`config.mk`:
```
export PLATFORM = sky130hd
export DESIGN_NAME = bounded_record_stack_unit
export DESIGN_NICKNAME = d
export VERILOG_FILES = /design/src/brs_pkg.sv /design/src/brs_ram.sv /design/src/brs_div.sv /design/src/brs_ctrl.sv /design/src/bounded_record_stack_unit.sv
export SDC_FILE = /design/constraint.sdc
export NUM_CORES = 1
export LEC_CHECK = 0
export BUFFER_PORTS_ARGS = -buffer_cell sky130_fd_sc_hd__buf_2
export CORE_UTILIZATION = 40
export DETAILED_ROUTE_END_ITERATION = 16
export PLACE_DENSITY = 0.68
export SYNTH_ARGS = -nofsm -noshare
export SYNTH_HDL_FRONTEND = slang
export SYNTH_HIERARCHICAL = 1
export SYNTH_SLANG_ARGS = --single-unit
export TNS_END_PERCENT = 30
```
`constraint.sdc`:
```
create_clock -name clk -period 11.1 [get_ports clk]
set_input_delay 0.555 -clock clk [delete_from_list [all_inputs] [get_ports clk]]
set_output_delay 0.555 -clock clk [all_outputs]
set_load 0.01 [all_outputs]
```
`src/brs_pkg.sv`:
```
// ----------------------------------------------------------------------------
// brs_pkg: shared types and constants for the bounded record stack
// Command codes, status codes, widths and the memory word layout.
// ----------------------------------------------------------------------------
package brs_pkg;

  localparam int Depth    = 16;
  localparam int AddrW    = (Depth > 1) ? $clog2(Depth) : 1;
  localparam int CountW   = $clog2(Depth + 1);
  localparam int CodeW    = 16;
  localparam int AgeW     = 8;
  localparam int WordW    = CodeW + AgeW;
  localparam int PosW     = 4;
  localparam int EcntW    = 5;
  localparam int MaxRes   = 16;
  localparam int SumW     = AgeW + CountW + 8;
  localparam int MeanW    = 16;

  typedef enum logic [2:0] {
    CMD_CLEAR = 3'd0,
    CMD_PUSH  = 3'd1,
    CMD_POP   = 3'd2,
    CMD_DUMPT = 3'd3,
    CMD_DUMPB = 3'd4,
    CMD_FIND  = 3'd5,
    CMD_SORT  = 3'd6,
    CMD_STATS = 3'd7
  } cmd_t;

  typedef enum logic [1:0] {
    ST_OK    = 2'd0,
    ST_FULL  = 2'd1,
    ST_EMPTY = 2'd2,
    ST_NOTFD = 2'd3
  } status_t;

  // Result beat registered by the sequencer and driven onto the result ports.
  typedef struct packed {
    logic               strobe;
    status_t            status;
    logic [CodeW-1:0]   code;
    logic [AgeW-1:0]    age;
    logic [PosW-1:0]    pos;
    logic [EcntW-1:0]   ecnt;
    logic [AgeW-1:0]    amax;
    logic [AgeW-1:0]    amin;
    logic [MeanW-1:0]   mean;
    logic               last;
  } beat_t;

endpackage

```
`src/brs_ram.sv`:
```
// ----------------------------------------------------------------------------
// brs_ram: generic single-port-write, one-read RAM
// Registered read.
// ----------------------------------------------------------------------------
module brs_ram #(
  parameter int Width = 8,
  parameter int Depth = 16
) (
  input  logic                     clk,
  input  logic                     we,
  input  logic [$clog2(Depth)-1:0] waddr,
  input  logic [Width-1:0]         wdata,
  input  logic [$clog2(Depth)-1:0] raddr,
  output logic [Width-1:0]         rdata
);

  logic [Width-1:0] mem [Depth];

  always_ff @(posedge clk) begin
    if (we) begin
      mem[waddr] <= wdata;
    end
    rdata <= mem[raddr];
  end

endmodule

```
`src/brs_div.sv`:
```
// ----------------------------------------------------------------------------
// brs_div: restoring divider for the stats mean
// One quotient bit per cycle; quotient truncated to the mean width.
// ----------------------------------------------------------------------------
module brs_div (
  input  logic                       clk,
  input  logic                       rst,
  input  logic                       go,
  input  logic [brs_pkg::SumW-1:0]   dividend,
  input  logic [brs_pkg::CountW-1:0] divisor,
  output logic                       done,
  output logic [brs_pkg::MeanW-1:0]  quot
);
  import brs_pkg::*;

  localparam int StepW = $clog2(SumW + 1);

  logic [SumW-1:0]   num;
  logic [SumW-1:0]   q;
  logic [CountW:0]   rem;
  logic [CountW-1:0] den;
  logic [StepW-1:0]  steps;
  logic              run;
  logic [CountW:0]   trial;
  logic [CountW:0]   shifted;

  assign shifted = {rem[CountW-1:0], num[SumW-1]};
  assign trial   = shifted - {1'b0, den};
  assign quot    = q[MeanW-1:0];

  always_ff @(posedge clk) begin
    if (rst) begin
      run   <= 1'b0;
      done  <= 1'b0;
      steps <= '0;
    end else begin
      done <= 1'b0;
      if (go) begin
        run   <= 1'b1;
        num   <= dividend;
        den   <= divisor;
        rem   <= '0;
        q     <= '0;
        steps <= StepW'(SumW);
      end else if (run) begin
        num <= num << 1;
        if (!trial[CountW]) begin
          rem <= trial;
          q   <= {q[SumW-2:0], 1'b1};
        end else begin
          rem <= shifted;
          q   <= {q[SumW-2:0], 1'b0};
        end
        steps <= steps - StepW'(1);
        if (steps == StepW'(1)) begin
          run  <= 1'b0;
          done <= 1'b1;
        end
      end
    end
  end

endmodule

```
`src/brs_ctrl.sv`:
```
// ----------------------------------------------------------------------------
// brs_ctrl: command sequencer
// Walks the record memory one entry per step and forms result beats.
// ----------------------------------------------------------------------------
module brs_ctrl (
  input  logic                       clk,
  input  logic                       rst,
  input  logic                       start,
  input  logic [2:0]                 command,
  input  logic [brs_pkg::CodeW-1:0]  record_code,
  input  logic [brs_pkg::AgeW-1:0]   record_age,
  output logic                       busy,
  output logic                       we,
  output logic [brs_pkg::AddrW-1:0]  waddr,
  output logic [brs_pkg::WordW-1:0]  wdata,
  output logic [brs_pkg::AddrW-1:0]  raddr,
  input  logic [brs_pkg::WordW-1:0]  rdata,
  output logic                       div_go,
  output logic [brs_pkg::SumW-1:0]   div_num,
  output logic [brs_pkg::CountW-1:0] div_den,
  input  logic                       div_done,
  input  logic [brs_pkg::MeanW-1:0]  div_quot,
  output brs_pkg::beat_t             beat
);
  import brs_pkg::*;

  typedef enum logic [9:0] {
    S_IDLE  = 10'b0000000001,
    S_POP   = 10'b0000000010,
    S_DUMP  = 10'b0000000100,
    S_FIND  = 10'b0000001000,
    S_SRDI  = 10'b0000010000,
    S_SRDJ  = 10'b0000100000,
    S_SCMP  = 10'b0001000000,
    S_SWB   = 10'b0010000000,
    S_STAT  = 10'b0100000000,
    S_DIV   = 10'b1000000000
  } state_t;

  state_t            state;
  cmd_t              cmd;
  logic [CountW-1:0] top;
  logic [CountW-1:0] cnt;      // walk counter
  logic [CountW-1:0] ia;       // sort outer index
  logic [CountW-1:0] ja;       // sort inner index
  logic [CodeW-1:0]  key;
  logic [WordW-1:0]  wi;       // entry i held during the sort
  logic [AgeW-1:0]   amax;
  logic [AgeW-1:0]   amin;
  logic [SumW-1:0]   asum;
  logic              rd_ok;    // walk read address issued this cycle
  logic              rd_vld;   // rdata holds the walk entry ridx
  logic [AddrW-1:0]  ridx;     // index whose data arrives now
  logic [CountW-1:0] nres;

  logic [CodeW-1:0]  rcode;
  logic [AgeW-1:0]   rage;
  assign rcode = rdata[WordW-1:AgeW];
  assign rage  = rdata[AgeW-1:0];
  assign busy  = (state != S_IDLE);
  assign div_num = asum << 8;
  assign div_den = top;

  function automatic beat_t mk(status_t st, logic [CountW-1:0] tc);
    beat_t b;
    b        = '0;
    b.strobe = 1'b1;
    b.status = st;
    b.ecnt   = EcntW'(tc);
    b.last   = 1'b1;
    return b;
  endfunction

  always_ff @(posedge clk) begin
    if (rst) begin
      state  <= S_IDLE;
      top    <= '0;
      we     <= 1'b0;
      div_go <= 1'b0;
      beat   <= '0;
      rd_ok  <= 1'b0;
      rd_vld <= 1'b0;
    end else begin
      we     <= 1'b0;
      div_go <= 1'b0;
      beat   <= '0;
      rd_ok  <= 1'b0;
      rd_vld <= rd_ok;
      case (state)
        S_IDLE: begin
          if (start) begin
            cmd <= cmd_t'(command);
            key <= record_code;
            case (cmd_t'(command))
              CMD_CLEAR: begin
                top  <= '0;
                beat <= mk(ST_OK, '0);
              end
              CMD_PUSH: begin
                if (top == CountW'(Depth)) begin
                  beat <= mk(ST_FULL, top);
                end else begin
                  we    <= 1'b1;
                  waddr <= top[AddrW-1:0];
                  wdata <= {record_code, record_age};
                  top   <= top + CountW'(1);
                  beat  <= mk(ST_OK, top + CountW'(1));
                end
              end
              CMD_POP: begin
                if (top == '0) begin
                  beat <= mk(ST_EMPTY, top);
                end else begin
                  raddr <= AddrW'(top - CountW'(1));
                  top   <= top - CountW'(1);
                  rd_ok <= 1'b1;
                  state <= S_POP;
                end
              end
              CMD_DUMPT, CMD_DUMPB: begin
                if (top == '0) begin
                  beat <= mk(ST_EMPTY, top);
                end else begin
                  nres  <= (top < CountW'(MaxRes)) ? top : CountW'(MaxRes);
                  cnt   <= '0;
                  raddr <= (cmd_t'(command) == CMD_DUMPT) ?
                           AddrW'(top - CountW'(1)) : '0;
                  ridx  <= (cmd_t'(command) == CMD_DUMPT) ?
                           AddrW'(top - CountW'(1)) : '0;
                  rd_ok <= 1'b1;
                  state <= S_DUMP;
                end
              end
              CMD_FIND: begin
                if (top == '0) begin
                  beat <= mk(ST_NOTFD, top);
                end else begin
                  cnt   <= top;
                  raddr <= AddrW'(top - CountW'(1));
                  ridx  <= AddrW'(top - CountW'(1));
                  rd_ok <= 1'b1;
                  state <= S_FIND;
                end
              end
              CMD_SORT: begin
                if (top == '0) begin
                  beat <= mk(ST_EMPTY, top);
                end else if (top == CountW'(1)) begin
                  beat <= mk(ST_OK, top);
                end else begin
                  ia    <= '0;
                  raddr <= '0;
                  state <= S_SRDI;
                end
              end
              default: begin
                if (top == '0) begin
                  beat <= mk(ST_EMPTY, top);
                end else begin
                  cnt   <= '0;
                  raddr <= '0;
                  ridx  <= '0;
                  rd_ok <= 1'b1;
                  amax  <= '0;
                  amin  <= '1;
                  asum  <= '0;
                  state <= S_STAT;
                end
              end
            endcase
          end
        end
        S_POP: begin
          if (rd_vld) begin
            beat      <= mk(ST_OK, top);
            beat.code <= rcode;
            beat.age  <= rage;
            state     <= S_IDLE;
          end
        end
        S_DUMP: begin
          // rdata holds entry ridx; issue the next read unless this is the last beat
          if (rd_vld) begin
            beat      <= mk(ST_OK, top);
            beat.code <= rcode;
            beat.age  <= rage;
            beat.pos  <= PosW'(ridx);
            beat.last <= (cnt + CountW'(1) == nres);
            if (cnt + CountW'(1) == nres) begin
              state <= S_IDLE;
            end else begin
              cnt   <= cnt + CountW'(1);
              rd_ok <= 1'b1;
              if (cmd == CMD_DUMPT) begin
                raddr <= ridx - AddrW'(1);
                ridx  <= ridx - AddrW'(1);
              end else begin
                raddr <= ridx + AddrW'(1);
                ridx  <= ridx + AddrW'(1);
              end
            end
          end
        end
        S_FIND: begin
          if (rd_vld) begin
            if (rcode == key) begin
              beat      <= mk(ST_OK, top);
              beat.code <= rcode;
              beat.age  <= rage;
              beat.pos  <= PosW'(ridx);
              state     <= S_IDLE;
            end else if (cnt == CountW'(1)) begin
              beat  <= mk(ST_NOTFD, top);
              state <= S_IDLE;
            end else begin
              cnt   <= cnt - CountW'(1);
              raddr <= ridx - AddrW'(1);
              ridx  <= ridx - AddrW'(1);
              rd_ok <= 1'b1;
            end
          end
        end
        S_SRDI: begin
          // read of entry ia is in flight; start reading j = ia+1
          ja    <= ia + CountW'(1);
          raddr <= AddrW'(ia + CountW'(1));
          state <= S_SRDJ;
        end
        S_SRDJ: begin
          wi    <= rdata;
          state <= S_SCMP;
        end
        S_SCMP: begin
          // rdata holds entry ja; wi holds current entry ia
          if (wi[WordW-1:AgeW] > rcode) begin
            we    <= 1'b1;
            waddr <= AddrW'(ja);
            wdata <= wi;
            wi    <= rdata;
          end
          state <= S_SWB;
          if (ja + CountW'(1) != top) begin
            raddr <= AddrW'(ja + CountW'(1));
          end
        end
        S_SWB: begin
          if (ja + CountW'(1) != top) begin
            ja    <= ja + CountW'(1);
            state <= S_SCMP;
          end else begin
            // inner pass done: write back entry ia
            we    <= 1'b1;
            waddr <= AddrW'(ia);
            wdata <= wi;
            if (ia + CountW'(2) == top) begin
              beat  <= mk(ST_OK, top);
              state <= S_IDLE;
            end else begin
              ia    <= ia + CountW'(1);
              raddr <= AddrW'(ia + CountW'(1));
              state <= S_SRDI;
            end
          end
        end
        S_STAT: begin
          if (rd_vld) begin
            if (rage > amax) amax <= rage;
            if (rage < amin) amin <= rage;
            asum <= asum + SumW'(rage);
            if (cnt + CountW'(1) == top) begin
              state <= S_DIV;
              cnt   <= '0;
            end else begin
              cnt   <= cnt + CountW'(1);
              raddr <= ridx + AddrW'(1);
              ridx  <= ridx + AddrW'(1);
              rd_ok <= 1'b1;
            end
          end
        end
        S_DIV: begin
          if (cnt == '0) begin
            div_go <= 1'b1;
            cnt    <= CountW'(1);
          end else if (div_done) begin
            beat      <= mk(ST_OK, top);
            beat.amax <= amax;
            beat.amin <= amin;
            beat.mean <= div_quot;
            state     <= S_IDLE;
          end
        end
        default: state <= S_IDLE;
      endcase
    end
  end

endmodule

```
`src/bounded_record_stack_unit.sv`:
```
// ----------------------------------------------------------------------------
// bounded_record_stack_unit: bounded stack of code/age records
// Push, pop, dump, search, exchange sort and age statistics over one RAM.
// ----------------------------------------------------------------------------
// A command is taken when start is high and busy is low. Results come back
// as beats on the result ports, each shown for one cycle with strobe high;
// the receiver cannot stall, so capture every strobe. Clear and push need no
// walk; pop makes one read, dump and search read one entry per step (up to
// 16 beats for a dump), statistics make one pass over the RAM, then a
// bit-serial divide for the mean, and sort makes one exchange pass per outer
// index. Each step waits on the registered read of the record RAM, reached
// through a registered address, and statistics also wait on the serial
// divide. busy is high while such a walk runs and is low again in the cycle
// the final beat (last = 1) is shown.
module bounded_record_stack_unit (
  input  logic         clk,
  input  logic         rst,
  input  logic         start,
  output logic         busy,
  input  logic [2:0]   command,
  input  logic [15:0]  record_code,
  input  logic [7:0]   record_age,
  output logic         strobe,
  output logic [1:0]   status,
  output logic [15:0]  out_code,
  output logic [7:0]   out_age,
  output logic [3:0]   position,
  output logic [4:0]   entry_count,
  output logic [7:0]   age_max,
  output logic [7:0]   age_min,
  output logic [15:0]  age_mean_q8,
  output logic         last
);
  import brs_pkg::*;

  logic              we;
  logic [AddrW-1:0]  waddr;
  logic [WordW-1:0]  wdata;
  logic [AddrW-1:0]  raddr;
  logic [WordW-1:0]  rdata;
  logic              div_go;
  logic [SumW-1:0]   div_num;
  logic [CountW-1:0] div_den;
  logic              div_done;
  logic [MeanW-1:0]  div_quot;
  beat_t             beat;
  logic              ctrl_busy;

  // Record store: code in the high bits, age in the low bits.
  brs_ram #(.Width(WordW), .Depth(Depth)) u_ram (
    .clk   (clk),
    .we    (we),
    .waddr (waddr),
    .wdata (wdata),
    .raddr (raddr),
    .rdata (rdata)
  );

  brs_div u_div (
    .clk      (clk),
    .rst      (rst),
    .go       (div_go),
    .dividend (div_num),
    .divisor  (div_den),
    .done     (div_done),
    .quot     (div_quot)
  );

  brs_ctrl u_ctrl (
    .clk         (clk),
    .rst         (rst),
    .start       (start),
    .command     (command),
    .record_code (record_code),
    .record_age  (record_age),
    .busy        (ctrl_busy),
    .we          (we),
    .waddr       (waddr),
    .wdata       (wdata),
    .raddr       (raddr),
    .rdata       (rdata),
    .div_go      (div_go),
    .div_num     (div_num),
    .div_den     (div_den),
    .div_done    (div_done),
    .div_quot    (div_quot),
    .beat        (beat)
  );

  // Hold off new commands while a walk runs; busy is low when its final beat is out.
  assign busy        = ctrl_busy;
  assign strobe      = beat.strobe;
  assign status      = beat.status;
  assign out_code    = beat.code;
  assign out_age     = beat.age;
  assign position    = beat.pos;
  assign entry_count = beat.ecnt;
  assign age_max     = beat.amax;
  assign age_min     = beat.amin;
  assign age_mean_q8 = beat.mean;
  assign last        = beat.last;

endmodule
```
==> impl_metrics.py, run 1 <==
metrics = {
    "run_status": {
        "status": "finished clean",
    },
    "placed_design": {
        "portBuffers": 99,
        "hpwl_um": 40100,
        "dpl_worst_slack_ps": 8050,
        "gp_congestion": 0.910,
    },
    "global_routing": {
        "grt_max_degree": 97,
        "first_global_vias": 16200,
        "grt_pass1_wl_um": 98900,
        "use_met3": 0.0421,
        "grt_most_used_layer": "met2",
        "grt.total_usage": 0.186,
        "gr-usage-met1": 0.235,
        "antenna_found_initial": 1,
        "use_met2": 0.317,
        "grt_overflow": 0,
    },
    "yosys": {
        "syn_area_mm2": 0.0281,
        "ys_types": 83,
        "yosys_warnings": 6,
        "avgSynthCellArea_um2": 15.5,
        "ys_seq_elements": 678,
        "seq_area_frac_synth": 0.683,
        "synth_ff_type": "edfxtp_1",
        "netlist_instances": 1817,
        "synth_enable_flop_cells": 559,
        "async_flop_share": 0,
    },
    "final_layout": {
        "multi_input_area_mm2": 0.00830,
        "final_layout_size_suffix_gt1_frac": 0.207,
        "diodes": 0,
        "fillers": 5961,
        "final_nets": 2014,
        "regArea_mm2": 0.0192,
        "final_core_util": 0.459,
        "area_delta_synth_final_pct": 12.8,
    },
    "pwr": {
        "p_per_area_mw_per_mm2": 187,
        "p_leak_nw": 11.0,
        "ir_drop_mv": 0.151,
    },
    "timing": {
        "fin_ws_ps": 8000,
        "setup_viol": 0,
        "fmax_mhz": 322,
        "slew_viol_final": 0,
        "rsz0062_at_grt": "false",
        "period_share": 0.280,
        "period_needed_ps": 3100,
        "hold_viol": 0,
        "skew_ps": 39.3,
        "worst_pin_slew_ps": 1180,
        "setup_tns_ps": 0,
        "max-slew-margin-rel": 0.214,
    },
    "clocking": {
        "clk_latency_ps": 650,
        "htree_levels": 2,
        "clk_path_buf_depth": 3,
        "cts_sinks": 678,
        "cts_tree": "done",
        "post_cts_buffers": 0,
        "cts_hold_buf": 0,
        "cts.repair.resized": 0,
        "numCtsBuffers": 61,
        "cts.clk_slew.worst_paths_ps": 70,
        "root_buffer": "clkbuf_16",
    },
    "floorplan": {
        "core-area_mm2": 0.0691,
        "start_util": 0.406,
        "rows": 96,
        "top_level_ports": 100,
        "die_height_um": 267,
        "die_area_mm2": 0.0712,
        "dieWidth_um": 267,
    },
    "setup_path": {
        "cp-start-kind": "register",
        "crit_required_ps": 11350,
        "critPathKind": "reg2reg",
        "critPathCaptureType": "register",
        "regToRegSetupSlack_ps": 8000,
        "worst_ep_arrival_time_ps": 3360,
        "cp_cell_sequence": "ha_1 > xor2_1 > xnor2_1 > nand4_1 > nand2_1 > o211ai_1 > or2_2 > nor4_1",
        "critPathMaxFanout": 6,
        "slowest_stage": "nor4_1",
        "max_stage_delay_ps": 620,
    },
    "routing": {
        "first_pass_iters": 6,
        "wl_per_cell_um": 22.7,
        "drt_iter0_drc": 1493,
        "wl_um": 65900,
        "antenna_left": 0,
        "drc": 0,
        "via_per_inst": 5.45,
        "vias": 15800,
    },
    "run": {
        "max-cap-violations": 0,
    },
    "min_path": {
        "hold_path_class": "in2reg",
    },
}
-- logic make-up (layout without fill, tap and decap cells) --
| logic type | Yosys count | in the layout | share of synthesized area |
|---|---|---|---|
| DFF | 678 | 678 | 0.683 |
| and+or+nand+nor | 486 | 486 | 0.0944 |
| AOI/OAI and AO/OA | 233 | 233 | 0.0563 |
| buffers and inverters | 162 | 313 | 0.0263 |
| muxes | 122 | 122 | 0.0872 |
| xor gates and xnor gates | 74 | 74 | 0.0252 |
| adders and majority gates | 61 | 61 | 0.0277 |
| other | 1 | 8 | 0.000134 |
-- synth_stat cells, types with 32 or more instances --
cell / count / area, µm²
edfxtp_1: 559 / 16800
buf_2: 32 / 160
inv_1: 62 / 233
nand2_1: 141 / 529
nor2b_1: 32 / 200
ha_1: 59 / 738
xor2_1: 35 / 307
nor2_1: 85 / 319
mux4_2: 96 / 2160
a21oi_1: 58 / 290
a22oi_1: 59 / 443
clkbuf_1: 47 / 176
and2_1: 49 / 307
nor4_1: 33 / 206
dfxtp_1: 119 / 2380
xnor2_1: 35 / 307
-- flip-flops by register name (all words and copies together), names as in the netlist, 4 cells and up --
register and cells:
u_ctrl/key 16, u_ctrl/ridx 4, u_ram/mem 384, u_ctrl/ja 5
u_ctrl/beat 69, u_ctrl/amin 8, u_div/q 16, u_div/steps 5
u_ctrl/ia 5, u_ctrl/amax 8, u_ctrl/asum 13, u_ctrl/div_den 5
u_div/rem 5, u_ctrl/wdata 24, u_ctrl/cnt 5, u_ctrl/nres 5
u_div/den 5, u_ram/rdata 24, u_ctrl/raddr 4, u_div/num 21
u_ctrl/state 10, u_ctrl/waddr 4, u_ctrl/wi 24
-- layer usage --
layer	part of all wire	wire, µm	vias to the layer above
met5	0.00017	11	-
met4	0.026	1750	2
met3	0.079	5180	106
met2	0.50	32700	607
met1	0.40	26300	8013
li1	-	-	7113
-- critical path: cells and delay by family (launching register included) --
family,cells,cell delay [ps]
AND/OR/NAND/NOR,4,1380
flip-flops,1,480
XOR/XNOR,2,400
adder cells (fa/ha/maj),1,270
AO/OA/AOI/OAI,1,210
-- cell type report --
type,instances,share of cell area
Clock inverter,24,0.00984
Multi-Input combinational cell,984,0.262
Clock buffer,91,0.0540
Timing Repair Buffer,135,0.0246
Sequential cell,678,0.605
Inverter,63,0.00755
Tap cell,931,0.0368
-- report_power, final --
| part | internal [W] | total [W] | switching [W] |
|---|---|---|---|
| Sequential | 0.00285 | 0.00297 | 0.000114 |
| Combinational | 0.000336 | 0.000843 | 0.000507 |
| Clock | 0.00119 | 0.00211 | 0.000917 |
-- final timing paths --
check | start | to | cells past startpoint
max | u_ctrl/ja[0] | u_ctrl/raddr[0] | 8
min reg2reg | u_ctrl/rd_ok | u_ctrl/rd_vld | 1
max reg2reg | u_ctrl/ja[0] | u_ctrl/raddr[0] | 8
min | record_code[9] | u_ctrl/key[9] | 1
-- cell usage in the layout (no fill, tap or decap), types with 7 or more instances in the layout --
master     count
nand4_1        9
nor2_2        15
buf_2         99
nand2b_1      12
ha_1          59
nand3_1       20
buf_4         35
nor2b_1       30
nor4_1        33
a22oi_1       59
nand2_1      141
conb_1         8
clkbuf_16     62
o21a_1        10
nor3_1        24
nor4_2        12
a21o_1        13
or3_1          9
clkbuf_1      24
xor2_1        35
dfxtp_1      119
edfxtp_1     559
a211oi_1       7
inv_1         62
mux2_2        20
and2_1        48
a21oi_1       57
o211ai_1       7
and3_1         8
mux4_2        96
nor2_1        68
o21ai_0       30
nor3_2         9
or2_2         10
xnor2_1       35
-- stage by stage --
stage	instances	cell area, µm²	power [W]	hold WS [ps]
final	2906	31700	0.00591	103
after global routing	2906	31700	0.00614	76.0
after CTS	2906	31700	0.00595	65.5
after detailed placement	2791	29600	0.00386	428
after global placement	2791	29600	0.00383	424
after floorplan	1824	28100	0.00361	403
Note: power is estimated with default switching activity, not from simulation.
==> run 2: changes to the inputs <==
--- a/config.mk
+++ b/config.mk
@@ -8,7 +8,7 @@
 export BUFFER_PORTS_ARGS = -buffer_cell sky130_fd_sc_hd__buf_2
 export CORE_UTILIZATION = 40
 export DETAILED_ROUTE_END_ITERATION = 16
-export PLACE_DENSITY = 0.68
+export PLACE_DENSITY = 0.7
 export SYNTH_ARGS = -nofsm -noshare
 export SYNTH_HDL_FRONTEND = slang
 export SYNTH_HIERARCHICAL = 1
==> constraint.sdc (replaced) <==
create_clock -name clk -period 2.5 [get_ports clk]
set_input_delay 0.125 -clock clk [delete_from_list [all_inputs] [get_ports clk]]
set_output_delay 0.125 -clock clk [all_outputs]
set_load 0.01 [all_outputs]
==> run 2 against run 1 <==
Compared with the run above: the run now ends with negative setup slack left; sequential share of layout area fell by 3.8 points; die area did not move; utilization rose by 3.1 points; global-route usage rose by 0.36 points; clock power rose to 4.9 times the previous value; worst hold slack improved by 11 ps; sequential power rose to 4.4 times the previous value; register-to-register slack got worse by 8100 ps; maximum frequency rose by 20%.
==> impl_metrics.py, run 2 (synthesis results as in run 1) <==
metrics = {
    "run_status": {
        "status": "finished, violations left",
        "violations": "negative setup slack",
    },
    "floorplan": {
        "start_util": 0.406,
        "die_area_mm2": 0.0712,
        "die_height_um": 267,
        "top_level_ports": 100,
        "dieWidth_um": 267,
        "rows": 96,
        "core-area_mm2": 0.0691,
    },
    "global_routing": {
        "grt.total_usage": 0.190,
        "first_global_vias": 16500,
        "grt_pass1_wl_um": 101000,
        "antenna_found_initial": 5,
        "grt_overflow": 0,
        "grt_max_degree": 45,
    },
    "final_layout": {
        "regArea_mm2": 0.0192,
        "fillers": 5679,
        "largest_reg_flops": 384,
        "multi_input_area_mm2": 0.00856,
        "final_area_mm2": 0.0338,
        "largest-register": "u_ram/mem",
        "final_layout_size_suffix_gt1_frac": 0.286,
        "area_delta_synth_final_pct": 20.4,
        "final_nets": 2185,
        "final_common_cell": "edfxtp_1",
        "most-common-layout-cells": "559 x edfxtp_1, 150 x buf_4, 140 x nand2_1",
        "diodes": 0,
        "reg.largest.list": "u_ram/mem (384), u_ctrl/beat (69)",
    },
    "routing": {
        "vias": 16700,
        "wl_per_cell_um": 22.2,
        "wl_um": 68400,
        "antenna_left": 0,
        "drc": 0,
        "via_per_inst": 5.43,
        "drt_iter0_drc": 1554,
        "first_pass_iters": 5,
    },
    "pwr": {
        "combPwrFrac": 0.171,
        "p_clk_frac": 0.366,
        "p_sw_w": 0.00743,
        "p_int_w": 0.0208,
        "power_frac_seq": 0.463,
        "p_leak_nw": 12.1,
        "swShare": 0.264,
        "ir_drop_mv": 0.460,
        "p_per_area_mw_per_mm2": 834,
    },
    "clocking": {
        "numCtsBuffers": 68,
        "root_buffer": "clkbuf_16",
        "clk_path_buf_depth": 3,
        "cts.clk_slew.worst_paths_ps": 60,
        "htree_levels": 3,
        "cts_tree": "done",
        "cts_sinks": 678,
        "clk_latency_ps": 620,
    },
    "placed_design": {
        "place_area_mm2": 0.0308,
        "hpwl_um": 45000,
        "gp_congestion": 0.942,
        "dpl_worst_slack_ps": -247,
        "portBuffers": 99,
    },
    "timing": {
        "skew_ps": 37.6,
        "fin_ws_ps": -78.1,
        "fmax_mhz": 388,
        "max-slew-margin-rel": 0.349,
        "period_needed_ps": 2580,
        "setup_tns_ps": -1660,
        "setup_viol": 28,
        "period_share": 1.03,
        "slew_viol_final": 0,
        "worst_pin_slew_ps": 976,
        "hold_viol": 0,
        "rsz0062_at_grt": "true",
    },
    "run": {
        "max-cap-violations": 0,
    },
    "min_path": {
        "hold_path_class": "in2reg",
    },
    "setup_path": {
        "worst_ep_arrival_time_ps": 2900,
        "cp-start-kind": "register",
        "crit_required_ps": 2820,
        "critPathKind": "reg2reg",
        "critPathMaxFanout": 7,
        "critPathCaptureType": "register",
    },
}
-- run 2: changes by cell type in the layout (fill, tap and decap cells not counted), moves of 9 or more --
cell	before	now
buf_4	35	150
clkbuf_1	24	12
buf_12	1	19
clkbuf_16	62	75
dlygate4sd3_1	0	28
clkinv_2	6	15
-- run 2: power by group through the flow --
stage               clock [W]  sequential [W]  combinational [W]
global route           0.0109          0.0131            0.00518
floorplan                   0          0.0131            0.00295
CTS                    0.0105          0.0131            0.00459
detailed placement          0          0.0133            0.00447
finish                 0.0103          0.0131            0.00481
global placement            0          0.0133            0.00438
-- run 2: path summary, 6_finish.rpt --
check                           depth (start not counted)               end          start  slack, ps
worst max register to register                          9  u_ctrl/wdata[16]  u_ctrl/wi[20]        -80
worst max-delay path                                    9  u_ctrl/wdata[16]  u_ctrl/wi[20]        -80
worst min-delay path                                    4   u_ctrl/beat[37]          start        110
worst min register to register                          1     u_ctrl/rd_vld   u_ctrl/rd_ok        440
-- run 2: layout make-up --
cell class / instances / share of cell area
clock buffers: 91 / 0.0574
clock inverters: 35 / 0.0107
inverters: 63 / 0.00707
multi-input cells: 984 / 0.253
flip-flops and latches: 678 / 0.568
well taps: 931 / 0.0345
repair buffers: 299 / 0.0694
-- run 2: what timing repair did --
action | CTS | global route
setup endpoints to repair | 77 | 116
hold buffers | 28 | 0
gates cloned | 0 | 3
pin swaps | 1 | 10
setup buffers | 0 | 10
resized for setup | 9 | 43
endpoints found under the hold margin | 52 | 0
-- run 2: per-layer routing --
layer  wire (µm)  part of all wire  track usage  vias to the layer above
li1            -                 -            -                     7466
met1       26800              0.39        0.242                     8451
met2       33600              0.49        0.318                      699
met3        6120             0.089       0.0461                      122
met4        1780             0.026       0.0592                        2
met5           8           0.00012            0                        -
-- run 2: stage by stage --
stage | util | total power, W | instances | hold slack [ps]
after floorplan | - | 0.0161 | 1824 | 224
after global placement | 0.446 | 0.0176 | 2914 | 344
after detailed placement | 0.446 | 0.0178 | 2914 | 342
after CTS | 0.485 | 0.0281 | 3068 | 73.7
after global routing | 0.489 | 0.0292 | 3081 | 136
final | 0.489 | 0.0282 | 3081 | 114
-- run 2: worst max-delay path, cell delays in order (launching register included) --
cell and delay, ps:
edfxtp_1 430, ha_4 300, and3_4 180, nand3_4 80
or3_1 370, nand4_1 200, a21oi_2 120, nor3_4 220
buf_6 190, clkbuf_16 180
